File: config.mk
export PLATFORM = sky130hd
export DESIGN_NAME = decimal_fixed_point_alu_flat
export DESIGN_NICKNAME = d
export VERILOG_FILES = /design/src/hdl/dfpa_pkg.sv /design/src/hdl/dfpa_in_if.sv /design/src/hdl/dfpa_out_if.sv /design/src/hdl/dfpa_regs.sv /design/src/hdl/dfpa_ctrl.sv /design/src/hdl/dfpa_dp.sv /design/src/hdl/decimal_fixed_point_alu.sv /design/src/flat_wrapper.sv
export SDC_FILE = /design/constraint.sdc
export NUM_CORES = 2
export LEC_CHECK = 0
export BUFFER_PORTS_ARGS = -buffer_cell sky130_fd_sc_hd__buf_2
export CORE_AREA = 2 2 472 474
export DETAILED_ROUTE_END_ITERATION = 12
export DIE_AREA = 0 0 474 476
export PLACE_DENSITY_LB_ADDON = 0.1
export RECOVER_POWER = 50
export SLEW_MARGIN = 10
export SYNTH_ARGS = -nofsm -noshare
export SYNTH_HDL_FRONTEND = slang
export SYNTH_SLANG_ARGS = --single-unit
File: constraint.sdc
create_clock -name clk -period 25.1 [get_ports clk]
set_input_delay 1.255 -clock clk [delete_from_list [all_inputs] [get_ports clk]]
set_output_delay 1.255 -clock clk [all_outputs]
set_load 0.05 [all_outputs]
File: src/hdl/dfpa_pkg.sv
// Shared types, codes and constant tables of the decimal fixed-point ALU.
// No dependencies; dfpa_regs, dfpa_ctrl, dfpa_dp and decimal_fixed_point_alu import this package.
package dfpa_pkg;

    localparam int VAL_W  = 64;
    localparam int WIDE_W = 128;
    localparam int CNT_W  = 8;
    localparam int ADDR_W = 3;

    localparam logic [2:0] OP_ADD = 3'd0;
    localparam logic [2:0] OP_SUB = 3'd1;
    localparam logic [2:0] OP_MUL = 3'd2;
    localparam logic [2:0] OP_DIV = 3'd3;
    localparam logic [2:0] OP_NEG = 3'd4;
    localparam logic [2:0] OP_PCT = 3'd5;

    localparam logic [1:0] ST_OK   = 2'd0;
    localparam logic [1:0] ST_DIVZ = 2'd1;
    localparam logic [1:0] ST_OVF  = 2'd2;

    localparam logic [3:0] FRAC_RESET = 4'd10;
    localparam logic [ADDR_W-1:0] ADDR_FRAC = 3'd0;
    localparam logic [63:0] PCT_DIVISOR = 64'd100;

    typedef struct packed {
        logic load;
        logic conv;
        logic decode;
        logic mul_step;
        logic div_init;
        logic div_step;
        logic round;
        logic sat;
        logic dd_step;
        logic out_load;
    } cmd_t;

    typedef struct packed {
        logic [2:0] op;
        logic       b_zero;
    } stat_t;

    function automatic logic [63:0] pow10(input logic [4:0] k);
        logic [63:0] p;
        case (k)
            5'd0:    p = 64'd1;
            5'd1:    p = 64'd10;
            5'd2:    p = 64'd100;
            5'd3:    p = 64'd1000;
            5'd4:    p = 64'd10000;
            5'd5:    p = 64'd100000;
            5'd6:    p = 64'd1000000;
            5'd7:    p = 64'd10000000;
            5'd8:    p = 64'd100000000;
            5'd9:    p = 64'd1000000000;
            5'd10:   p = 64'd10000000000;
            5'd11:   p = 64'd100000000000;
            5'd12:   p = 64'd1000000000000;
            5'd13:   p = 64'd10000000000000;
            5'd14:   p = 64'd100000000000000;
            5'd15:   p = 64'd1000000000000000;
            5'd16:   p = 64'd10000000000000000;
            default: p = 64'd0;
        endcase
        return p;
    endfunction

    function automatic logic [63:0] half_scale(input logic [3:0] k);
        logic [63:0] p;
        case (k)
            4'd0:    p = 64'd0;
            4'd1:    p = 64'd5;
            4'd2:    p = 64'd50;
            4'd3:    p = 64'd500;
            4'd4:    p = 64'd5000;
            4'd5:    p = 64'd50000;
            4'd6:    p = 64'd500000;
            4'd7:    p = 64'd5000000;
            4'd8:    p = 64'd50000000;
            4'd9:    p = 64'd500000000;
            4'd10:   p = 64'd5000000000;
            4'd11:   p = 64'd50000000000;
            4'd12:   p = 64'd500000000000;
            4'd13:   p = 64'd5000000000000;
            4'd14:   p = 64'd50000000000000;
            default: p = 64'd500000000000000;
        endcase
        return p;
    endfunction

endpackage

File: src/hdl/dfpa_in_if.sv
// Operand channel: valid/ready handshake with the operation word.
// No dependencies.
interface dfpa_in_if;
    logic        valid;
    logic        ready;
    logic [2:0]  operation;
    logic        a_negative;
    logic [63:0] a_bcd;
    logic        b_negative;
    logic [63:0] b_bcd;

    modport source (output valid, operation, a_negative, a_bcd, b_negative, b_bcd,
                    input ready);
    modport sink (input valid, operation, a_negative, a_bcd, b_negative, b_bcd,
                  output ready);
endinterface

File: src/hdl/dfpa_out_if.sv
// Result channel: valid/ready handshake with the result word.
// No dependencies.
interface dfpa_out_if;
    logic        valid;
    logic        ready;
    logic        result_negative;
    logic [63:0] result_bcd;
    logic [1:0]  status;

    modport source (output valid, result_negative, result_bcd, status, input ready);
    modport sink (input valid, result_negative, result_bcd, status, output ready);
endinterface

File: src/hdl/dfpa_regs.sv
// APB configuration register file: holds frac_digits.
// Depends on dfpa_pkg.
module dfpa_regs
    import dfpa_pkg::*;
(
    input  logic              clk,
    input  logic              rst_n,
    input  logic              psel,
    input  logic              penable,
    input  logic              pwrite,
    input  logic [ADDR_W-1:0] paddr,
    input  logic [31:0]       pwdata,
    output logic [31:0]       prdata,
    output logic              pready,
    output logic [3:0]        frac_digits
);

    logic [3:0] frac_reg;
    logic [3:0] frac_next;
    logic       hit;

    assign hit    = (paddr[ADDR_W-1] == ADDR_FRAC[ADDR_W-1]);
    assign pready = 1'b1;

    always_comb
    begin
        frac_next = frac_reg;
        if (psel && penable && pwrite && hit)
        begin
            frac_next = pwdata[3:0];
        end
    end

    always_ff @(posedge clk or negedge rst_n)
    begin
        if (!rst_n)
        begin
            frac_reg <= FRAC_RESET;
        end
        else
        begin
            frac_reg <= frac_next;
        end
    end

    assign prdata      = hit ? {28'd0, frac_reg} : 32'd0;
    assign frac_digits = frac_reg;

endmodule

File: src/hdl/dfpa_ctrl.sv
// Sequencer of the ALU: steps conversion, multiply, divide, round and BCD output.
// Depends on dfpa_pkg.
module dfpa_ctrl
    import dfpa_pkg::*;
#(
    parameter int DIGIT_CNT = 16
)
(
    input  logic  clk,
    input  logic  rst_n,
    input  logic  in_valid,
    output logic  in_ready,
    output logic  out_valid,
    input  logic  out_ready,
    input  stat_t stat,
    output cmd_t  cmd
);

    localparam logic [3:0] S_IDLE   = 4'd0;
    localparam logic [3:0] S_CONV   = 4'd1;
    localparam logic [3:0] S_DECODE = 4'd2;
    localparam logic [3:0] S_MUL    = 4'd3;
    localparam logic [3:0] S_DIVI   = 4'd4;
    localparam logic [3:0] S_DIV    = 4'd5;
    localparam logic [3:0] S_ROUND  = 4'd6;
    localparam logic [3:0] S_SAT    = 4'd7;
    localparam logic [3:0] S_DD     = 4'd8;
    localparam logic [3:0] S_DONE   = 4'd9;

    localparam logic [CNT_W-1:0] CONV_LAST = CNT_W'(DIGIT_CNT - 1);
    localparam logic [CNT_W-1:0] MUL_LAST  = CNT_W'(VAL_W - 1);
    localparam logic [CNT_W-1:0] DIV_LAST  = CNT_W'(WIDE_W - 1);
    localparam logic [CNT_W-1:0] DD_LAST   = CNT_W'(VAL_W - 1);

    logic [3:0]       state_reg;
    logic [3:0]       state_next;
    logic [CNT_W-1:0] cnt_reg;
    logic [CNT_W-1:0] cnt_next;
    logic             ovalid_reg;
    logic             ovalid_next;

    always_comb
    begin
        cmd        = '0;
        state_next = state_reg;
        cnt_next   = cnt_reg;
        unique case (state_reg)
            S_IDLE:
            begin
                if (in_valid)
                begin
                    cmd.load   = 1'b1;
                    state_next = S_CONV;
                    cnt_next   = '0;
                end
            end
            S_CONV:
            begin
                cmd.conv = 1'b1;
                cnt_next = cnt_reg + 1'b1;
                if (cnt_reg == CONV_LAST)
                begin
                    state_next = S_DECODE;
                    cnt_next   = '0;
                end
            end
            S_DECODE:
            begin
                cmd.decode = 1'b1;
                if (stat.op == OP_MUL || (stat.op == OP_DIV && !stat.b_zero))
                begin
                    state_next = S_MUL;
                end
                else if (stat.op == OP_PCT)
                begin
                    state_next = S_DIVI;
                end
                else
                begin
                    state_next = S_SAT;
                end
            end
            S_MUL:
            begin
                cmd.mul_step = 1'b1;
                cnt_next     = cnt_reg + 1'b1;
                if (cnt_reg == MUL_LAST)
                begin
                    state_next = S_DIVI;
                    cnt_next   = '0;
                end
            end
            S_DIVI:
            begin
                cmd.div_init = 1'b1;
                state_next   = S_DIV;
                cnt_next     = '0;
            end
            S_DIV:
            begin
                cmd.div_step = 1'b1;
                cnt_next     = cnt_reg + 1'b1;
                if (cnt_reg == DIV_LAST)
                begin
                    state_next = S_ROUND;
                    cnt_next   = '0;
                end
            end
            S_ROUND:
            begin
                cmd.round  = 1'b1;
                state_next = S_SAT;
            end
            S_SAT:
            begin
                cmd.sat    = 1'b1;
                state_next = S_DD;
                cnt_next   = '0;
            end
            S_DD:
            begin
                cmd.dd_step = 1'b1;
                cnt_next    = cnt_reg + 1'b1;
                if (cnt_reg == DD_LAST)
                begin
                    state_next = S_DONE;
                    cnt_next   = '0;
                end
            end
            S_DONE:
            begin
                if (!ovalid_reg || out_ready)
                begin
                    cmd.out_load = 1'b1;
                    state_next   = S_IDLE;
                end
            end
            default:
            begin
                state_next = S_IDLE;
            end
        endcase
    end

    always_comb
    begin
        ovalid_next = ovalid_reg;
        if (cmd.out_load)
        begin
            ovalid_next = 1'b1;
        end
        else if (out_ready)
        begin
            ovalid_next = 1'b0;
        end
    end

    always_ff @(posedge clk or negedge rst_n)
    begin
        if (!rst_n)
        begin
            state_reg  <= S_IDLE;
            cnt_reg    <= '0;
            ovalid_reg <= 1'b0;
        end
        else
        begin
            state_reg  <= state_next;
            cnt_reg    <= cnt_next;
            ovalid_reg <= ovalid_next;
        end
    end

    assign in_ready  = (state_reg == S_IDLE);
    assign out_valid = ovalid_reg;

endmodule

File: src/hdl/dfpa_dp.sv
// Datapath: BCD-to-binary, shift-add multiply, restoring divide, BCD output.
// Depends on dfpa_pkg; driven by dfpa_ctrl commands.
module dfpa_dp
    import dfpa_pkg::*;
#(
    parameter int DIGIT_CNT = 16
)
(
    input  logic        clk,
    input  cmd_t        cmd,
    output stat_t       stat,
    input  logic [3:0]  frac_digits,
    input  logic [2:0]  operation,
    input  logic        a_negative,
    input  logic [63:0] a_bcd,
    input  logic        b_negative,
    input  logic [63:0] b_bcd,
    output logic        result_negative,
    output logic [63:0] result_bcd,
    output logic [1:0]  status
);

    localparam int BCD_W = 4 * DIGIT_CNT;
    localparam logic [VAL_W-1:0] MAXV = pow10(5'(DIGIT_CNT)) - 64'd1;

    logic [2:0]        op_reg;
    logic              an_reg, bn_reg;
    logic [BCD_W-1:0]  sa_reg, sb_reg;
    logic [VAL_W-1:0]  va_reg, vb_reg;
    logic [WIDE_W-1:0] acc_reg, mcand_reg, num_reg;
    logic [VAL_W-1:0]  mplier_reg, rem_reg, dvsr_reg, binv_reg;
    logic              neg_reg;
    logic [1:0]        st_reg;
    logic [BCD_W-1:0]  bcd_reg, bcd_adj;
    logic              rneg_reg;
    logic [63:0]       rbcd_reg;
    logic [1:0]        rst_reg;

    logic [VAL_W-1:0]  scale;
    logic              bn_eff;
    logic [VAL_W:0]    trial;
    logic              ge;
    logic [VAL_W-1:0]  sat_val;
    logic [WIDE_W-1:0] dec_num;
    logic              dec_neg;
    logic [1:0]        dec_st;

    assign scale  = pow10({1'b0, frac_digits});
    assign bn_eff = bn_reg ^ (op_reg == OP_SUB);
    assign trial  = {rem_reg, num_reg[WIDE_W-1]};
    assign ge     = (trial >= {1'b0, dvsr_reg});
    assign sat_val = (num_reg > {64'd0, MAXV}) ? MAXV : num_reg[VAL_W-1:0];

    always_comb
    begin
        for (int i = 0; i < DIGIT_CNT; i++)
        begin
            bcd_adj[4*i +: 4] = (bcd_reg[4*i +: 4] >= 4'd5) ?
                                bcd_reg[4*i +: 4] + 4'd3 : bcd_reg[4*i +: 4];
        end
    end

    always_comb
    begin
        dec_num = '0;
        dec_neg = 1'b0;
        dec_st  = ST_OK;
        case (op_reg) inside
            OP_ADD, OP_SUB:
            begin
                if (an_reg == bn_eff)
                begin
                    dec_num = {64'd0, va_reg} + {64'd0, vb_reg};
                    dec_neg = an_reg;
                end
                else if (va_reg >= vb_reg)
                begin
                    dec_num = {64'd0, va_reg - vb_reg};
                    dec_neg = an_reg;
                end
                else
                begin
                    dec_num = {64'd0, vb_reg - va_reg};
                    dec_neg = bn_eff;
                end
            end
            OP_MUL:
            begin
                dec_neg = an_reg ^ bn_reg;
            end
            OP_DIV:
            begin
                if (vb_reg == '0)
                begin
                    dec_st = ST_DIVZ;
                end
                else
                begin
                    dec_neg = an_reg ^ bn_reg;
                end
            end
            OP_NEG:
            begin
                dec_num = {64'd0, va_reg};
                dec_neg = !an_reg;
            end
            OP_PCT:
            begin
                dec_neg = an_reg;
            end
            default:
            begin
                dec_neg = 1'b0;
            end
        endcase
    end

    always_ff @(posedge clk)
    begin
        if (cmd.load)
        begin
            op_reg <= operation;
            an_reg <= a_negative;
            bn_reg <= b_negative;
            sa_reg <= a_bcd[BCD_W-1:0];
            sb_reg <= b_bcd[BCD_W-1:0];
            va_reg <= '0;
            vb_reg <= '0;
        end
        if (cmd.conv)
        begin
            va_reg <= (va_reg << 3) + (va_reg << 1) + VAL_W'(sa_reg[BCD_W-1 -: 4]);
            vb_reg <= (vb_reg << 3) + (vb_reg << 1) + VAL_W'(sb_reg[BCD_W-1 -: 4]);
            sa_reg <= sa_reg << 4;
            sb_reg <= sb_reg << 4;
        end
        if (cmd.decode)
        begin
            st_reg     <= dec_st;
            acc_reg    <= '0;
            mcand_reg  <= {64'd0, va_reg};
            mplier_reg <= (op_reg == OP_DIV) ? scale : vb_reg;
            num_reg    <= dec_num;
            neg_reg    <= dec_neg;
        end
        if (cmd.mul_step)
        begin
            if (mplier_reg[0])
            begin
                acc_reg <= acc_reg + mcand_reg;
            end
            mcand_reg  <= mcand_reg << 1;
            mplier_reg <= mplier_reg >> 1;
        end
        if (cmd.div_init)
        begin
            rem_reg <= '0;
            case (op_reg)
                OP_MUL:
                begin
                    num_reg  <= acc_reg + {64'd0, half_scale(frac_digits)};
                    dvsr_reg <= scale;
                end
                OP_PCT:
                begin
                    num_reg  <= {64'd0, va_reg};
                    dvsr_reg <= PCT_DIVISOR;
                end
                default:
                begin
                    num_reg  <= acc_reg;
                    dvsr_reg <= vb_reg;
                end
            endcase
        end
        if (cmd.div_step)
        begin
            rem_reg <= ge ? VAL_W'(trial - {1'b0, dvsr_reg}) : trial[VAL_W-1:0];
            num_reg <= {num_reg[WIDE_W-2:0], ge};
        end
        if (cmd.round)
        begin
            if (op_reg != OP_MUL && ({rem_reg, 1'b0} >= {1'b0, dvsr_reg})
                && rem_reg != '0)
            begin
                num_reg <= num_reg + 128'd1;
            end
        end
        if (cmd.sat)
        begin
            binv_reg <= sat_val;
            bcd_reg  <= '0;
            neg_reg  <= neg_reg && (sat_val != '0);
            if (num_reg > {64'd0, MAXV})
            begin
                st_reg <= ST_OVF;
            end
        end
        if (cmd.dd_step)
        begin
            bcd_reg  <= {bcd_adj[BCD_W-2:0], binv_reg[VAL_W-1]};
            binv_reg <= binv_reg << 1;
        end
        if (cmd.out_load)
        begin
            rneg_reg <= neg_reg;
            rbcd_reg <= 64'(bcd_reg);
            rst_reg  <= st_reg;
        end
    end

    assign stat.op          = op_reg;
    assign stat.b_zero      = (vb_reg == '0);
    assign result_negative  = rneg_reg;
    assign result_bcd       = rbcd_reg;
    assign status           = rst_reg;

endmodule

File: src/hdl/decimal_fixed_point_alu.sv
// Decimal fixed-point ALU: one operand word in, one result word out, one word in
// flight at a time. Each word is converted from BCD to binary, and the result back
// to BCD; multiply runs the one-bit-per-cycle shift-add multiplier and then the
// 128-bit restoring divider, divide the same when the divisor is nonzero, percent
// only the divider; add, subtract and negate skip both units. A finished word
// waits in the output register while the next operand is taken.
// Depends on dfpa_pkg, dfpa_in_if, dfpa_out_if, dfpa_regs, dfpa_ctrl, dfpa_dp.
module decimal_fixed_point_alu
    import dfpa_pkg::*;
#(
    parameter int DIGIT_CNT = 16
)
(
    input  logic              clk,
    input  logic              rst_n,
    input  logic              psel,
    input  logic              penable,
    input  logic              pwrite,
    input  logic [ADDR_W-1:0] paddr,
    input  logic [31:0]       pwdata,
    output logic [31:0]       prdata,
    output logic              pready,
    dfpa_in_if.sink           operand,
    dfpa_out_if.source        result
);

    logic [3:0] frac_digits;
    cmd_t       cmd;
    stat_t      stat;

    dfpa_regs u_regs (
        .clk         (clk),
        .rst_n       (rst_n),
        .psel        (psel),
        .penable     (penable),
        .pwrite      (pwrite),
        .paddr       (paddr),
        .pwdata      (pwdata),
        .prdata      (prdata),
        .pready      (pready),
        .frac_digits (frac_digits)
    );

    dfpa_ctrl #(.DIGIT_CNT(DIGIT_CNT)) u_ctrl (
        .clk       (clk),
        .rst_n     (rst_n),
        .in_valid  (operand.valid),
        .in_ready  (operand.ready),
        .out_valid (result.valid),
        .out_ready (result.ready),
        .stat      (stat),
        .cmd       (cmd)
    );

    dfpa_dp #(.DIGIT_CNT(DIGIT_CNT)) u_dp (
        .clk             (clk),
        .cmd             (cmd),
        .stat            (stat),
        .frac_digits     (frac_digits),
        .operation       (operand.operation),
        .a_negative      (operand.a_negative),
        .a_bcd           (operand.a_bcd),
        .b_negative      (operand.b_negative),
        .b_bcd           (operand.b_bcd),
        .result_negative (result.result_negative),
        .result_bcd      (result.result_bcd),
        .status          (result.status)
    );

endmodule
File: src/flat_wrapper.sv
// flat-port wrapper written by rule: the top's interface ports become plain ports
module decimal_fixed_point_alu_flat import dfpa_pkg::*;
#(
    parameter int DIGIT_CNT = 16
)
  (clk, rst_n, psel, penable, pwrite, paddr, pwdata, prdata, pready, operand_valid, operand_operation, operand_a_negative, operand_a_bcd, operand_b_negative, operand_b_bcd, operand_ready, result_valid, result_result_negative, result_result_bcd, result_status, result_ready);
  dfpa_in_if operand_i ();
  dfpa_out_if result_i ();
  input  logic clk;
  input  logic rst_n;
  input  logic psel;
  input  logic penable;
  input  logic pwrite;
  input  logic [ADDR_W-1:0] paddr;
  input  logic [31:0] pwdata;
  output logic [31:0] prdata;
  output logic pready;
  input wire logic [$bits(operand_i.valid)-1:0] operand_valid;
  input wire logic [$bits(operand_i.operation)-1:0] operand_operation;
  input wire logic [$bits(operand_i.a_negative)-1:0] operand_a_negative;
  input wire logic [$bits(operand_i.a_bcd)-1:0] operand_a_bcd;
  input wire logic [$bits(operand_i.b_negative)-1:0] operand_b_negative;
  input wire logic [$bits(operand_i.b_bcd)-1:0] operand_b_bcd;
  output wire logic [$bits(operand_i.ready)-1:0] operand_ready;
  output wire logic [$bits(result_i.valid)-1:0] result_valid;
  output wire logic [$bits(result_i.result_negative)-1:0] result_result_negative;
  output wire logic [$bits(result_i.result_bcd)-1:0] result_result_bcd;
  output wire logic [$bits(result_i.status)-1:0] result_status;
  input wire logic [$bits(result_i.ready)-1:0] result_ready;
  assign operand_i.valid = operand_valid;
  assign operand_i.operation = operand_operation;
  assign operand_i.a_negative = operand_a_negative;
  assign operand_i.a_bcd = operand_a_bcd;
  assign operand_i.b_negative = operand_b_negative;
  assign operand_i.b_bcd = operand_b_bcd;
  assign operand_ready = operand_i.ready;
  assign result_valid = result_i.valid;
  assign result_result_negative = result_i.result_negative;
  assign result_result_bcd = result_i.result_bcd;
  assign result_status = result_i.status;
  assign result_i.ready = result_ready;
  decimal_fixed_point_alu #(.DIGIT_CNT(DIGIT_CNT)) u_core (.clk(clk), .rst_n(rst_n), .psel(psel), .penable(penable), .pwrite(pwrite), .paddr(paddr), .pwdata(pwdata), .prdata(prdata), .pready(pready), .operand(operand_i), .result(result_i));
endmodule
==> results by group <==
Cells and area
  • # fillers: 22260
  • Final instance area: 0.09160 mm²
  • Final #Nets: 10700
  • Most frequent cells in the layout: 984 x nand2_1, 940 x a21oi_1, 854 x nor2_1
  • Share of cells above drive strength 1: 6.041%
  • Commonest non-fill, non-tap cell in the layout: nand2_1
  • Area Overhead vs Synth: 9.870%

Synthesis
  • Mean area per synthesized cell: 8.441 µm²
  • Distinct cell type count after synthesis: 113
  • Post-synth top flop: edfxtp_1
  • Post-synth EDFFs: 766
  • FF+latch count, synth: 1052
  • Yosys top cell area share: 27.59%
  • Syn Std Cell Area: 0.08337 mm²
  • Largest cells by area after synthesis: edfxtp_1 28%, ha_1 11%, dfxtp_1 6.5%
  • Fraction of registers with async set/reset: 1.616%
  • Gate Count Post-Synth: 9877
  • Synth warn: 0
  • Seq/Total Area, Yosys: 34.56%
  • Yosys top cell by area: edfxtp_1

Clocking
  • Post-CTS Resized: 0
  • Clk sink count: 1052
  • Hold-fix buffer count after cts: 0
  • Clock latency on the worst-skew pair: 0.86 ns
  • Reg clk slew, reported paths: 0.06 ns
  • Max Root-Sink Buffers: 3
  • H-tree level count: 4
  • Clk root buf: clkbuf_16
  • Number of CTS-inserted buffers: 136
  • CTS tree: built
  • Post-CTS Setup Repair Bufs: 0

Setup path
  • Setup crit start kind: flip-flop
  • R2r worst-path depth: 7
  • Critical path class: reg -> reg
  • Reg2Reg Launch Point: u_core.u_ctrl.state_reg[0]
  • R2r setup slk: 11.81 ns
  • Crit path DAT: 13.97 ns
  • CP Capture Type: flip-flop
  • Worst EP required: 25.79 ns
  • RR Endpoint: u_core.u_dp.acc_reg[36]
  • Critical Path Start: u_core.u_ctrl.state_reg[0]
  • Max Fanout on Critical Path: 168

Hold path
  • Hold Path End: u_core.u_dp.binv_reg[25]
  • WHS Path Cells: 2
  • Origin of the worst min-delay path: u_core.u_dp.binv_reg[24]
  • HP Class: reg -> reg

STA
  • Final Cycle Share: 52.94%
  • Setup violations, final: 0
  • Setup TNS: 0 ns
  • Peak Freq: 75.26 MHz
  • RSZ-0062 raised after global routing: no
  • Slew @ Worst Pin: 7.660 ns
  • Max_slew headroom: -410.7%
  • Slew Viols, Final: 1646
  • Min Tclk post-route: 13.29 ns
  • Worst Skew: 0.05610 ns
  • Hold Fails Final Rpt: 0

Pwr
  • Worst VDD drop: 74.44 µV
  • Reg power frac: 45.4%
  • Power density over the cells: 44.33 mW/mm²
  • P_int: 3039 µW
  • Clock share of power: 49.7%
  • Sw power: 1022 µW
  • Leakage Power: 0.03723 µW
  • Logic gate share of total power: 4.8%
  • Total power: 4061 µW
  • Sw Ratio: 25.17%

Floorplanning
  • Number of core rows: 173
  • Die area: 0.2256 mm²
  • Die width: 474 µm
  • I/O Pins: 277
  • Die height: 476 µm
  • Core Area: 0.2210 mm²
  • Initial Util: 37.73%

Global routing
  • GRT overflow: 0
  • Largest net degree at the start of global routing: 169
  • First-pass GRT wire length: 520.2 mm
  • Initial antenna violation count: 35
  • Vias in the first global route: 76190
  • All-Layer GR Usage: 30.98%

Drt
  • Via count: 79010
  • Via-per-instance ratio: 6.121
  • Drt initial violations: 7633
  • # DRC: 0
  • Drt total wl: 359.7 mm
  • WL/cell: 27.87 µm
  • Drt pass-1 iters: 6
  • Routed Antenna Nets: 0

Place
  • RePlAce Congestion: 1.000
  • DPL Wire Length: 276.2 mm
  • IO Port Bufs: 217
  • Dpl cell area: 0.08736 mm²

Run status
  • Failing checks: max-capacitance violations, max-slew violations
  • Status: finished with violations

Job
  • Max cap viols: 29
[power groups by stage]
stage / combinational [µW] / sequential [µW] / clock, µW
final: 197 / 1840 / 2020
after global routing: 208 / 1840 / 2120
after CTS: 192 / 1840 / 2060
after detailed placement: 192 / 1880 / 0
after global placement: 191 / 1880 / 0
after floorplan: 127 / 1880 / 0
[layer usage]
metal  wire length, µm  global-route usage [%]  part of all wire, %  up-vias
met5               233                       0                0.065        -
met4             20560                   14.71                  5.7       38
met1            147300                   38.74                   41    38580
met2            163100                   50.67                   45     3162
met3             28510                   6.764                  7.9      787
li1                  -                       -                    -    36440
[cells in the mapped netlist (51+ instances only)]
library cell  instances
nand2b_1             91
edfxtp_1            766
nand4_1             210
nand2_1             987
nor2b_1              68
o21bai_1            129
clkbuf_1            507
o31ai_1              83
and2_1              114
buf_1                53
xnor2_1             321
a21oi_1             941
inv_1               406
o211ai_1             73
nor2_1              860
nor3_1              186
xor2_1              202
dfxtp_1             269
a211oi_1             64
nand3_1             268
nor4_1              113
a31oi_1              88
o22ai_1              51
o21a_1               71
ha_1                709
a221oi_1            112
o21ai_0             824
a221o_1              56
a21o_1              257
a22o_1              169
or3_1                56
and3_1              133
[through the flow]
stage / hold slack, ns / util (%) / worst slack (ns) / instances
2_1_floorplan: 0.4086 / - / 16.75 / 9904
4_1_cts: 0.4190 / 41.57 / 17.79 / 12890
3_5_place_dp: 0.4525 / 39.53 / 17.86 / 12640
6_report: 0.4610 / 41.45 / 11.81 / 12910
5_1_grt: 0.4756 / 41.44 / 10.78 / 12900
3_3_place_gp: 0.4461 / 39.53 / 17.87 / 12640
[layout make-up]
class	count	area [µm²]	area share (%)
Tap cell	2975	3722	4.064
Clock inverter	60	818.3	0.8933
Timing Repair Buffer	375	2083	2.274
Multi-Input combinational cell	7832	50900	55.56
Inverter	410	1541	1.683
Clock buffer	186	3682	4.020
Antenna cell	17	42.54	0.04644
Sequential cell	1052	28820	31.46
[how the worst max path moves through the flow]
stage,slack (ns),to
after CTS,17.79,u_core.u_dp.num_reg[63]
after global routing,10.78,u_core.u_dp.acc_reg[17]
final,11.81,u_core.u_dp.acc_reg[36]
after global placement,17.87,u_core.u_dp.num_reg[63]
after floorplan,16.75,u_core.u_dp.sa_reg[10]
after detailed placement,17.86,u_core.u_dp.num_reg[63]
[critical path, stage by stage (launching register included)]
cell	delay, ns
dfrtp_1	0.35
clkbuf_1	1.26
nand2_1	0.28
nor3_1	0.29
clkbuf_1	5.31
nand2_1	2.99
clkbuf_1	1.90
o21ai_0	0.68
[logic make-up after synthesis]
kind of cell,after synthesis,share of synthesized area [%]
compound gates,3259,25.03
simple gates,3222,18.28
flops,1052,34.56
buf+inv,1020,4.766
fa+ha+maj,734,11.05
xor+xnor,523,5.494
mux,65,0.8134
other cells,2,0.009008
No activity file was read; power rests on OpenSTA's default activity.
